**src/rtl/pid_pkg.sv**
```systemverilog
// Shared constants, register index codes and types for the PID step block.
`timescale 1ns / 1ps

package pid_pkg;

   // Default data format: signed Q8.8
   localparam int DATA_WIDTH_DEF = 16;
   localparam int FRAC_BITS_DEF  = 8;

   // Control register index
   localparam int CSR_IDX_W = 3;

   localparam logic [CSR_IDX_W-1:0] CSR_GAIN_PROP      = 3'd0;
   localparam logic [CSR_IDX_W-1:0] CSR_GAIN_INTEG     = 3'd1;
   localparam logic [CSR_IDX_W-1:0] CSR_GAIN_DERIV     = 3'd2;
   localparam logic [CSR_IDX_W-1:0] CSR_OUT_LOW_LIMIT  = 3'd3;
   localparam logic [CSR_IDX_W-1:0] CSR_OUT_HIGH_LIMIT = 3'd4;
   localparam logic [CSR_IDX_W-1:0] CSR_PROP_ON_ERROR  = 3'd5;
   localparam logic [CSR_IDX_W-1:0] CSR_AUTO_MODE      = 3'd6;
   localparam logic [CSR_IDX_W-1:0] CSR_REVERSE_DIR    = 3'd7;

   // Request action codes
   localparam logic ACTION_COMPUTE = 1'b0;
   localparam logic ACTION_INIT    = 1'b1;

   // Mode bits handed from the register file to the datapath
   typedef struct packed {
      logic prop_on_error;
      logic auto_mode;
      logic reverse_direction;
   } cfg_flags_type;

endpackage

```
**src/rtl/pid_csr.sv**
```systemverilog
// Control register file: gains, output limits and mode bits.
`timescale 1ns / 1ps

module pid_csr
   import pid_pkg::*;
#(
   parameter int DATA_WIDTH = DATA_WIDTH_DEF
) (
   input  logic                         clock,
   input  logic                         reset,
   input  logic                         csr_write_en,
   input  logic [CSR_IDX_W-1:0]         csr_index,
   input  logic [DATA_WIDTH-1:0]        csr_write_data,
   output logic signed [DATA_WIDTH-1:0] gain_prop,
   output logic signed [DATA_WIDTH-1:0] gain_integ,
   output logic signed [DATA_WIDTH-1:0] gain_deriv,
   output logic signed [DATA_WIDTH-1:0] out_low_limit,
   output logic signed [DATA_WIDTH-1:0] out_high_limit,
   output cfg_flags_type                flags
);

   localparam logic [DATA_WIDTH-1:0] LIMIT_MIN = {1'b1, {(DATA_WIDTH-1){1'b0}}};
   localparam logic [DATA_WIDTH-1:0] LIMIT_MAX = {1'b0, {(DATA_WIDTH-1){1'b1}}};

   logic [DATA_WIDTH-1:0] gain_prop_ff, gain_integ_ff, gain_deriv_ff;
   logic [DATA_WIDTH-1:0] low_limit_ff, high_limit_ff;
   cfg_flags_type         flags_ff;

   // Register writes; every index value selects one register
   always_ff @(posedge clock) begin
      if (reset) begin
         gain_prop_ff  <= '0;
         gain_integ_ff <= '0;
         gain_deriv_ff <= '0;
         low_limit_ff  <= LIMIT_MIN;
         high_limit_ff <= LIMIT_MAX;
         flags_ff.prop_on_error     <= 1'b1;
         flags_ff.auto_mode         <= 1'b0;
         flags_ff.reverse_direction <= 1'b0;
      end else if (csr_write_en) begin
         case (csr_index)
            CSR_GAIN_PROP:      gain_prop_ff  <= csr_write_data;
            CSR_GAIN_INTEG:     gain_integ_ff <= csr_write_data;
            CSR_GAIN_DERIV:     gain_deriv_ff <= csr_write_data;
            CSR_OUT_LOW_LIMIT:  low_limit_ff  <= csr_write_data;
            CSR_OUT_HIGH_LIMIT: high_limit_ff <= csr_write_data;
            CSR_PROP_ON_ERROR:  flags_ff.prop_on_error     <= csr_write_data[0];
            CSR_AUTO_MODE:      flags_ff.auto_mode         <= csr_write_data[0];
            CSR_REVERSE_DIR:    flags_ff.reverse_direction <= csr_write_data[0];
            default: begin
            end
         endcase
      end
   end

   assign gain_prop      = gain_prop_ff;
   assign gain_integ     = gain_integ_ff;
   assign gain_deriv     = gain_deriv_ff;
   assign out_low_limit  = low_limit_ff;
   assign out_high_limit = high_limit_ff;
   assign flags          = flags_ff;

endmodule

```
**src/rtl/pid_datapath.sv**
```systemverilog
// Single-pass PID arithmetic: error, rounded products, integral clamp, output clamp.
`timescale 1ns / 1ps

module pid_datapath
   import pid_pkg::*;
#(
   parameter int DATA_WIDTH = DATA_WIDTH_DEF,
   parameter int FRAC_BITS  = FRAC_BITS_DEF
) (
   input  logic                         action,
   input  logic signed [DATA_WIDTH-1:0] measurement,
   input  logic signed [DATA_WIDTH-1:0] target,
   input  logic signed [DATA_WIDTH-1:0] initial_output,
   input  logic signed [DATA_WIDTH-1:0] integral_sum,
   input  logic signed [DATA_WIDTH-1:0] previous_measurement,
   input  logic signed [DATA_WIDTH-1:0] gain_prop,
   input  logic signed [DATA_WIDTH-1:0] gain_integ,
   input  logic signed [DATA_WIDTH-1:0] gain_deriv,
   input  logic signed [DATA_WIDTH-1:0] out_low_limit,
   input  logic signed [DATA_WIDTH-1:0] out_high_limit,
   input  cfg_flags_type                flags,
   output logic                         state_we,
   output logic signed [DATA_WIDTH-1:0] integral_next,
   output logic signed [DATA_WIDTH-1:0] previous_next,
   output logic signed [DATA_WIDTH-1:0] drive_value,
   output logic                         computed
);

   // EW: negated gain / raw difference, PW: full product, SW: sums of three terms
   localparam int EW     = DATA_WIDTH + 1;
   localparam int PW     = 2 * DATA_WIDTH + 2;
   localparam int SW     = DATA_WIDTH + 2;
   localparam int HALF_I = (1 << FRAC_BITS) >> 1;

   localparam logic signed [PW-1:0] SAT_MAX = {{(PW-DATA_WIDTH+1){1'b0}}, {(DATA_WIDTH-1){1'b1}}};
   localparam logic signed [PW-1:0] SAT_MIN = ~SAT_MAX;
   localparam logic signed [PW-1:0] HALF    = PW'(HALF_I);

   // Saturate to the data width
   function automatic logic signed [DATA_WIDTH-1:0] sat_w(input logic signed [PW-1:0] v);
      if (v > SAT_MAX) begin
         sat_w = DATA_WIDTH'(SAT_MAX);
      end else if (v < SAT_MIN) begin
         sat_w = DATA_WIDTH'(SAT_MIN);
      end else begin
         sat_w = DATA_WIDTH'(v);
      end
   endfunction

   // Gain times value, rounded half up to FRAC_BITS, then saturated
   function automatic logic signed [DATA_WIDTH-1:0] mul_q(input logic signed [EW-1:0] g,
                                                          input logic signed [DATA_WIDTH-1:0] v);
      logic signed [PW-1:0] prod;
      prod = PW'(g) * PW'(v);
      mul_q = sat_w((prod + HALF) >>> FRAC_BITS);
   endfunction

   // High limit checked first; crossed limits give hi above hi, else lo
   function automatic logic signed [DATA_WIDTH-1:0] clamp_lim(input logic signed [SW-1:0] v,
                                                              input logic signed [DATA_WIDTH-1:0] lo,
                                                              input logic signed [DATA_WIDTH-1:0] hi);
      if (v > SW'(hi)) begin
         clamp_lim = hi;
      end else if (v < SW'(lo)) begin
         clamp_lim = lo;
      end else begin
         clamp_lim = DATA_WIDTH'(v);
      end
   endfunction

   logic signed [EW-1:0]         kp_e, ki_e, kd_e;
   logic signed [EW-1:0]         err_raw, din_raw;
   logic signed [DATA_WIDTH-1:0] err, din;
   logic signed [DATA_WIDTH-1:0] p_term, i_term, d_term;
   logic signed [SW-1:0]         sum_raw, out_raw;
   logic signed [DATA_WIDTH-1:0] integ_auto;

   // Effective gains, negated at full precision in reverse direction
   always_comb begin
      kp_e = EW'(gain_prop);
      ki_e = EW'(gain_integ);
      kd_e = EW'(gain_deriv);
      if (flags.reverse_direction) begin
         kp_e = -kp_e;
         ki_e = -ki_e;
         kd_e = -kd_e;
      end
   end

   // Error and input change, saturated
   assign err_raw = EW'(target) - EW'(measurement);
   assign din_raw = EW'(measurement) - EW'(previous_measurement);
   assign err     = sat_w(PW'(err_raw));
   assign din     = sat_w(PW'(din_raw));

   // Proportional term acts on error or on input change, never both
   assign p_term = mul_q(kp_e, flags.prop_on_error ? err : din);
   assign i_term = mul_q(ki_e, err);
   assign d_term = mul_q(kd_e, din);

   // Integral update with anti-windup clamp
   assign sum_raw = SW'(integral_sum) + SW'(i_term)
                  - (flags.prop_on_error ? SW'(0) : SW'(p_term));
   assign integ_auto = clamp_lim(sum_raw, out_low_limit, out_high_limit);

   // Output sum and clamp
   assign out_raw = (flags.prop_on_error ? SW'(p_term) : SW'(0))
                  + SW'(integ_auto) - SW'(d_term);

   // Select by action and mode
   always_comb begin
      state_we      = 1'b0;
      integral_next = integ_auto;
      previous_next = measurement;
      drive_value   = '0;
      computed      = 1'b0;
      if (action == ACTION_INIT) begin
         state_we      = 1'b1;
         integral_next = clamp_lim(SW'(initial_output), out_low_limit, out_high_limit);
      end else if (flags.auto_mode) begin
         state_we    = 1'b1;
         drive_value = clamp_lim(out_raw, out_low_limit, out_high_limit);
         computed    = 1'b1;
      end
   end

endmodule

```
**src/rtl/pid_controller_step.sv**
```systemverilog
// Top level of the PID step block: request register, datapath, state and result register.
`timescale 1ns / 1ps

// One PID sample per request, signed fixed point (Q8.8 by default). A request
// is captured in an input register; the datapath computes the new integral
// sum and output from that register and the stored state, and writes the
// result register once it is free. The block takes one request every cycle
// while the result side keeps up. On a state write the integral sum and last
// measurement are updated in the same cycle as the result register, so
// consecutive requests see each other's state with no gap. The user must write
// gains, limits and mode bits through the csr_ port only while no request is
// outstanding; the block does not enforce this. They take effect on the next request.

module pid_controller_step
   import pid_pkg::*;
#(
   parameter int DATA_WIDTH = DATA_WIDTH_DEF,
   parameter int FRAC_BITS  = FRAC_BITS_DEF
) (
   input  logic                         clock,
   input  logic                         reset,
   // Request channel
   input  logic                         req_valid,
   output logic                         req_stall,
   input  logic                         req_action,
   input  logic signed [DATA_WIDTH-1:0] req_measurement,
   input  logic signed [DATA_WIDTH-1:0] req_target,
   input  logic signed [DATA_WIDTH-1:0] req_initial_output,
   // Result channel
   output logic                         rsp_valid,
   input  logic                         rsp_stall,
   output logic signed [DATA_WIDTH-1:0] rsp_drive_value,
   output logic                         rsp_computed,
   // Control registers
   input  logic                         csr_write_en,
   input  logic [CSR_IDX_W-1:0]         csr_index,
   input  logic [DATA_WIDTH-1:0]        csr_write_data
);

   logic signed [DATA_WIDTH-1:0] gain_prop, gain_integ, gain_deriv;
   logic signed [DATA_WIDTH-1:0] out_low_limit, out_high_limit;
   cfg_flags_type                flags;

   // Request register
   logic                         s1_valid_ff, s1_valid_in;
   logic                         s1_action_ff;
   logic signed [DATA_WIDTH-1:0] s1_meas_ff, s1_target_ff, s1_init_ff;

   // Controller state
   logic signed [DATA_WIDTH-1:0] integral_ff, previous_ff;

   // Result register
   logic                         rsp_valid_ff, rsp_valid_in;
   logic signed [DATA_WIDTH-1:0] rsp_drive_ff;
   logic                         rsp_computed_ff;

   logic                         state_we, computed;
   logic signed [DATA_WIDTH-1:0] integral_next, previous_next, drive_value;
   logic                         req_fire, s1_fire, rsp_free;

   pid_csr #(
      .DATA_WIDTH(DATA_WIDTH)
   ) u_csr (
      .clock         (clock),
      .reset         (reset),
      .csr_write_en  (csr_write_en),
      .csr_index     (csr_index),
      .csr_write_data(csr_write_data),
      .gain_prop     (gain_prop),
      .gain_integ    (gain_integ),
      .gain_deriv    (gain_deriv),
      .out_low_limit (out_low_limit),
      .out_high_limit(out_high_limit),
      .flags         (flags)
   );

   pid_datapath #(
      .DATA_WIDTH(DATA_WIDTH),
      .FRAC_BITS (FRAC_BITS)
   ) u_datapath (
      .action              (s1_action_ff),
      .measurement         (s1_meas_ff),
      .target              (s1_target_ff),
      .initial_output      (s1_init_ff),
      .integral_sum        (integral_ff),
      .previous_measurement(previous_ff),
      .gain_prop           (gain_prop),
      .gain_integ          (gain_integ),
      .gain_deriv          (gain_deriv),
      .out_low_limit       (out_low_limit),
      .out_high_limit      (out_high_limit),
      .flags               (flags),
      .state_we            (state_we),
      .integral_next       (integral_next),
      .previous_next       (previous_next),
      .drive_value         (drive_value),
      .computed            (computed)
   );

   // Flow control: the request stage moves when the result register is free
   assign rsp_free     = !rsp_valid_ff || !rsp_stall;
   assign s1_fire      = s1_valid_ff && rsp_free;
   assign req_stall    = s1_valid_ff && !rsp_free;
   assign req_fire     = req_valid && !req_stall;
   assign s1_valid_in  = req_fire || (s1_valid_ff && !s1_fire);
   assign rsp_valid_in = s1_fire || (rsp_valid_ff && rsp_stall);

   // Control flags
   always_ff @(posedge clock) begin
      if (reset) begin
         s1_valid_ff  <= 1'b0;
         rsp_valid_ff <= 1'b0;
      end else begin
         s1_valid_ff  <= s1_valid_in;
         rsp_valid_ff <= rsp_valid_in;
      end
   end

   // Request payload capture
   always_ff @(posedge clock) begin
      if (req_fire) begin
         s1_action_ff <= req_action;
         s1_meas_ff   <= req_measurement;
         s1_target_ff <= req_target;
         s1_init_ff   <= req_initial_output;
      end
   end

   // Integral sum and last measurement
   always_ff @(posedge clock) begin
      if (reset) begin
         integral_ff <= '0;
         previous_ff <= '0;
      end else if (s1_fire && state_we) begin
         integral_ff <= integral_next;
         previous_ff <= previous_next;
      end
   end

   // Result payload
   always_ff @(posedge clock) begin
      if (s1_fire) begin
         rsp_drive_ff    <= drive_value;
         rsp_computed_ff <= computed;
      end
   end

   assign rsp_valid       = rsp_valid_ff;
   assign rsp_drive_value = rsp_drive_ff;
   assign rsp_computed    = rsp_computed_ff;

`ifndef SYNTH
   // State only moves when a request leaves the input register
   a_state_hold: assert property (@(posedge clock) disable iff (reset)
      !s1_fire |=> ($stable(integral_ff) && $stable(previous_ff)))
      else $error("controller state changed without a request");

   // A held request stays in the input register
   a_s1_hold: assert property (@(posedge clock) disable iff (reset)
      (s1_valid_ff && !s1_fire) |=> s1_valid_ff)
      else $error("request lost from input register");

   // Manual and initialize results carry a zero output
   a_zero_drive: assert property (@(posedge clock) disable iff (reset)
      (rsp_valid_ff && !rsp_computed_ff) |-> (rsp_drive_ff == '0))
      else $error("nonzero output on a result that was not computed");
`endif

endmodule
```
**config.mk**
```make
export PLATFORM = sky130hd
export DESIGN_NAME = pid_controller_step
export DESIGN_NICKNAME = d
export VERILOG_FILES = /design/src/rtl/pid_pkg.sv /design/src/rtl/pid_csr.sv /design/src/rtl/pid_datapath.sv /design/src/rtl/pid_controller_step.sv
export SDC_FILE = /design/constraint.sdc
export NUM_CORES = 2
export LEC_CHECK = 0
export BUFFER_PORTS_ARGS = -buffer_cell sky130_fd_sc_hd__buf_2
export CAP_MARGIN = 20
export CORE_UTILIZATION = 60
export DETAILED_ROUTE_END_ITERATION = 8
export GPL_TIMING_DRIVEN = 0
export HOLD_SLACK_MARGIN = 0.08
export PLACE_DENSITY = 0.8
export SYNTH_ARGS = -nofsm -noshare
export SYNTH_HDL_FRONTEND = slang
export SYNTH_HIERARCHICAL = 1
export SYNTH_SLANG_ARGS = --single-unit
```
**constraint.sdc**
```tcl
create_clock -name clock -period 21 [get_ports clock]
set_clock_uncertainty 0.1 [all_clocks]
set_input_delay 6.3 -clock clock [delete_from_list [all_inputs] [get_ports clock]]
set_output_delay 6.3 -clock clock [all_outputs]
set_load 0.01 [all_outputs]
```
After elaboration in Yosys (flattened, before gate mapping). Index checks and enable logic that the tools add are counted. W data, S select, Z words.

Bits in registers: 183. Output and inout bits: 19. Word-level logic and storage cells: 106.

Reductions and logical operators: 24. Muxes and demuxes: 25. $mul: 3. $add $sub $neg: 12. Bitwise gates (word level): 1. Magnitude comparators: 16. Equality and inequality tests: 7.

Operators with widths (count): $mux W16 (18); $add A33 B9 Y34 const B (3); $mul A17 B16 Y33 (3); $gt A26 B16 Y1 const B (3); $lt A26 B16 Y1 const B (3); $mux W17 (3); $neg A16 Y17 (3); $gt A18 B16 Y1 (2); $lt A18 B16 Y1 (2); $mux W18 (2); $gt A17 B16 Y1 const B (2); $lt A17 B16 Y1 const B (2); $sub A16 B16 Y17 (2); $add A18 B16 Y18 (1); $sub A18 B16 Y18 (1); $sub A18 B18 Y18 (1); $add A16 B16 Y17 (1); $gt A16 B16 Y1 (1); $lt A16 B16 Y1 (1); $reduce_and A2 Y1 (8); $eq A3 B3 Y1 const B (4); $eq A3 B2 Y1 const B (2); $logic_and A1 B1 Y1 (6); $logic_not A1 Y1 (5); 6 further kinds (9).

Longest topological paths before layout.
Word-level depth: 20. Depth in mapped cells: 94. Gate-level depth less buffers: 89.

By module. Netlist, hierarchy kept.

By module, submodules not included: pid_datapath (cells each 4950, instances 1, area an instance 41204.5 sq um, sequential area each 0.0 sq um); pid_controller_step (cells each 221, instances 1, area an instance 3447.1 sq um, sequential area each 2662.6 sq um); pid_csr (cells each 311, instances 1, area an instance 3331.9 sq um, sequential area each 1661.6 sq um).

Least setup slack after synthesis. OpenSTA, ideal clock, no wires.

Path kind: reg2reg. From: reg s1_meas_ff[0]. To: reg rsp_drive_ff[12], in the netlist rsp_drive_value[12], data pin. Buffers on the path: 8. Slack: 1.468 ns. Setup time: 0.271 ns. Stages on the path, launching flop included: 92. Data arrival time: 19.161 ns. Cells stage by stage: edfxtp_1 inv_1 ha_1 fa_1 nor2b_1 o2111ai_1 and4_1 clkbuf_1 o41ai_1 a22o_1 buf_2 buf_1 a21o_1 nor2_1 a21oi_1 clkbuf_1 nand2_1 fa_1 [56 not listed] a21oi_1 o21bai_1 a21oi_1 o21bai_1 a21oi_1 o21bai_1 a2111oi_0 nor3_1 o31a_1 o21ai_0 nand4b_1 o21ai_0 ha_1 o2111ai_1 o21ai_1 clkbuf_1 mux2i_1 o22ai_1.

Word-level cells in the longest chain between the ends: 20. Elaborated cells on any way between the ends: 43.

Ends and longest elaborated chain: start, declared (RTL line pid_controller_step.sv:47) `logic signed [DATA_WIDTH-1:0] s1_meas_ff, s1_target_ff, s1_init_ff;`; start signal, assigned (RTL line pid_controller_step.sv:123) `s1_meas_ff <= req_measurement;`; branches (longest 16 deep; another with $add A33 B9 Y34); $sub A18 B16 Y18 (*) (RTL line pid_datapath.sv:108) `+ SW'(integ_auto) - SW'(d_term);`; $lt A18 B16 Y1 (RTL line pid_datapath.sv:64) `end else if (v < SW'(lo)) begin`; $mux W16 (RTL line pid_datapath.sv:64); $mux W16 (*) (RTL line pid_datapath.sv:62) `if (v > SW'(hi)) begin`; end signal, assigned (RTL line pid_controller_step.sv:143) `rsp_drive_ff <= drive_value;`; end, declared (RTL line pid_controller_step.sv:54) `logic signed [DATA_WIDTH-1:0] rsp_drive_ff;`.

Mark *: on every way between the ends. A chain may end at the register's enable or synchronous reset.

Worst setup path after layout.
From: reg s1_meas_ff[0]. To: reg rsp_drive_ff[4], in the netlist rsp_drive_value[4], data pin.

The elaborated chain is that of the path after synthesis.

==> impl_metrics.yaml <==
synth:
  ys_ff_latch: 183
  synth.distinct_cells: 95
  yosysTopAreaCellShare: 0.366
  synthFlopType: "dfxtp_1"
  yosysSeqAreaShare: 0.0901
  ys_top_cells_by_count: "inv_1, fa_1, nand2_1"
  synthAdderAreaFrac: 0.473
  avgSynthCellArea_sq_um: 8.75
  yosysWarnings: 6
  synthCells: 5482
  async_flop_share: 0
  syn-cell-area_sq_mm: 0.0480
  synth-compound-area-share: 0.109
  synth_mux_area_frac: 0.0410
  ys_top_cells_by_area: "fa_1, ha_1, inv_1"
  synth.most_common_cell: "inv_1"
  synthesis.nets: 6844
  yosysTopAreaCell: "fa_1"
  synth_edf_count: 66
  synth_xor_xnor_area_share: 0.0407
  synthSimpleGateAreaFrac: 0.141
  synth_top_family_by_area: "adder cells"
setup_path:
  r2r-start: "s1_meas_ff[0]"
  rr_worst_depth: 89
  crit_path_end_kind: "flip-flop"
  critical_path_class: "flip-flop to flip-flop"
  rr_endpoint: "rsp_drive_value[4]"
  worst-path-max-fanout: 10
  start_kind: "flip-flop"
  slowest_stage: "fa_1"
  cp_common_cell: "fa_1"
  critPathArrivalTime_ns: 20.61
  critical_path.top_delay_family: "compound AO/OA/AOI/OAI gates"
  reg2reg_slack_ns: 0.57
  max_stage_delay_ns: 0.56
  path_buf_inv: 16
  worstPathRequired_ns: 21.18
cts:
  cts_tree: "yes"
  cts_buffers: 17
  clockRootBuffer: "clkbuf_16"
  clk_latency_ns: 0.49
  htreeDepth: 4
  path_clk_slew_ns: 0.08
  clock_path_buffers: 2
  numClockSinks: 183
run:
  drv_cap: 0
min_path:
  hp-start: "u_csr/gain_prop[0]"
  holdPathStages: 2
  hold_end: "u_csr/gain_prop[0]"
  hold_path_class: "flip-flop to flip-flop"
floorplanning:
  die_w_microns: 285
  coreArea_sq_mm: 0.0790
  row_count: 103
  start_util: 0.607
  dieHeight_microns: 285
  dieArea_sq_mm: 0.0811
  num_io_pins: 92
timing:
  min_period_ns: 20.43
  setup_viol: 0
  slew_headroom: 0.0374
  fin_setup_tns_ns: 0
  fin_crit_sh: 0.973
  setup_ws_ns: 0.570
  tightest_slew_ns: 1.44
  report.final.slew_viol_count: 0
  fmax_mhz: 48.9
  final_hold_viol_count: 0
layout:
  final_area_sq_mm: 0.0516
  fin_util: 0.653
  nNetsFinal: 6994
  n_fill_cell: 6413
  layout-drive-gt1-share: 0.0799
  area_growth_pct: 7.53
drt:
  first_iter_violations: 4155
  vias: 40500
  dr_wl_met2_microns: 68000
  vias_per_cell: 6.05
  routed_wl_microns: 149000
  drt_pass1_iterations: 6
  wl_met1_microns: 55300
  antenna_left: 0
  wl_met3_microns: 16200
  drt-wirelength-per-cell_microns: 22.3
  drc: 0
  top_layer: "met5"
place:
  postPlaceCellArea_sq_mm: 0.0500
  dp_slack_ns: -3.69
  globalplace.congestion: 1.03
  dp_hpwl_microns: 125000
  portBuffers: 90
global_routing:
  grt_max_degree: 33
  grtUsageTotal: 0.375
  grt_pass1_wl_microns: 233000
  antenna_found_initial: 4
  grt_pass1_vias: 41900
  grt_overflow: 0
outcome:
  outcome: "completed"
==> stage by stage <==
step / hold slack (ns) / instances
floorplan: 0.344 / 5482
global placement: 0.365 / 6622
detailed placement: 0.373 / 6647
CTS: 0.390 / 6682
global route: 0.414 / 6695
finish: 0.398 / 6697
==> how the worst max path moves through the flow <==
stage                     slack, ns           from  cells after the start                   to
after CTS                      0.05  s1_meas_ff[0]                     95  rsp_drive_value[10]
final                          0.57  s1_meas_ff[0]                     89   rsp_drive_value[4]
after global placement        -3.49  s1_meas_ff[0]                     89  rsp_drive_value[10]
after detailed placement      -3.69  s1_meas_ff[0]                     90  rsp_drive_value[10]
after global routing          -0.04  s1_meas_ff[0]                     90  rsp_drive_value[10]
after floorplan                1.47  s1_meas_ff[0]                     91  rsp_drive_value[12]
==> worst reg2reg max path: cells and delay by family, from the launching register on <==
kind            cells  cell delay (ns)
compound gates     31             6.24
flops               1             0.43
simple gates       24             4.35
xor+xnor            1             0.21
buf+inv            16             2.19
mux                 2             0.61
fa+ha+maj          15             6.11
==> cells by family (layout without fill, tap and decap cells) <==
logic type | count (synthesis) | count (layout)
other | 0 | 2
buffers and inverters | 1299 | 1462
XOR/XNOR | 223 | 223
adder cells (fa/ha/maj) | 1289 | 1289
multiplexers | 192 | 192
flip-flops | 183 | 183
AND/OR/NAND/NOR | 1516 | 1516
AO/OA/AOI/OAI | 780 | 780
==> state kept, by name, indices dropped and copies added (netlist names), 16 cells and up <==
name	flops
integral_ff	16
previous_ff	16
rsp_drive_value	16
s1_init_ff	16
s1_meas_ff	16
s1_target_ff	16
u_csr/gain_deriv	16
u_csr/gain_integ	16
u_csr/gain_prop	16
u_csr/out_high_limit	16
u_csr/out_low_limit	16
==> what timing repair did <==
action	4_1_cts	5_1_grt
hold buffers	0	0
setup endpoints to repair	16	16
gates resized for setup	102	124
buffers inserted	13	12
pin swaps	7	12
==> layout by cell type (no fill, tap or decap), types with 109 or more instances in the layout <==
cell type  netlist  routed
inv_1         1106    1104
mux2i_1        160     151
buf_2           16     109
nand2b_1       133     132
fa_1           877     876
xnor2_1        144     140
nand2_1        591     582
nor2_1         489     485
a21oi_1        239     218
ha_1           412     406
dfxtp_1        117     117
==> metal layers <==
metal	vias to the layer above	global-route usage
li1	17600	-
met1	19900	0.477
met2	2443	0.594
met3	586	0.0798
met4	4	0.218
met5	-	0
==> final cells by class <==
cell class / instances / area, sq um / area share
clock inverter: 15 / 210 / 0.00407
inverter: 1109 / 4170 / 0.0808
antenna: 2 / 5.00 / 0.0000970
timing repair buffer: 146 / 951 / 0.0184
buffer: 175 / 927 / 0.0180
sequential: 183 / 4320 / 0.0838
multi-input combinational: 4000 / 39300 / 0.761
clock buffer: 17 / 425 / 0.00825
tap: 1050 / 1310 / 0.0255
Power is not shown: default switching activity piles up to over one toggle a cycle in this logic, so the estimate is an artifact.
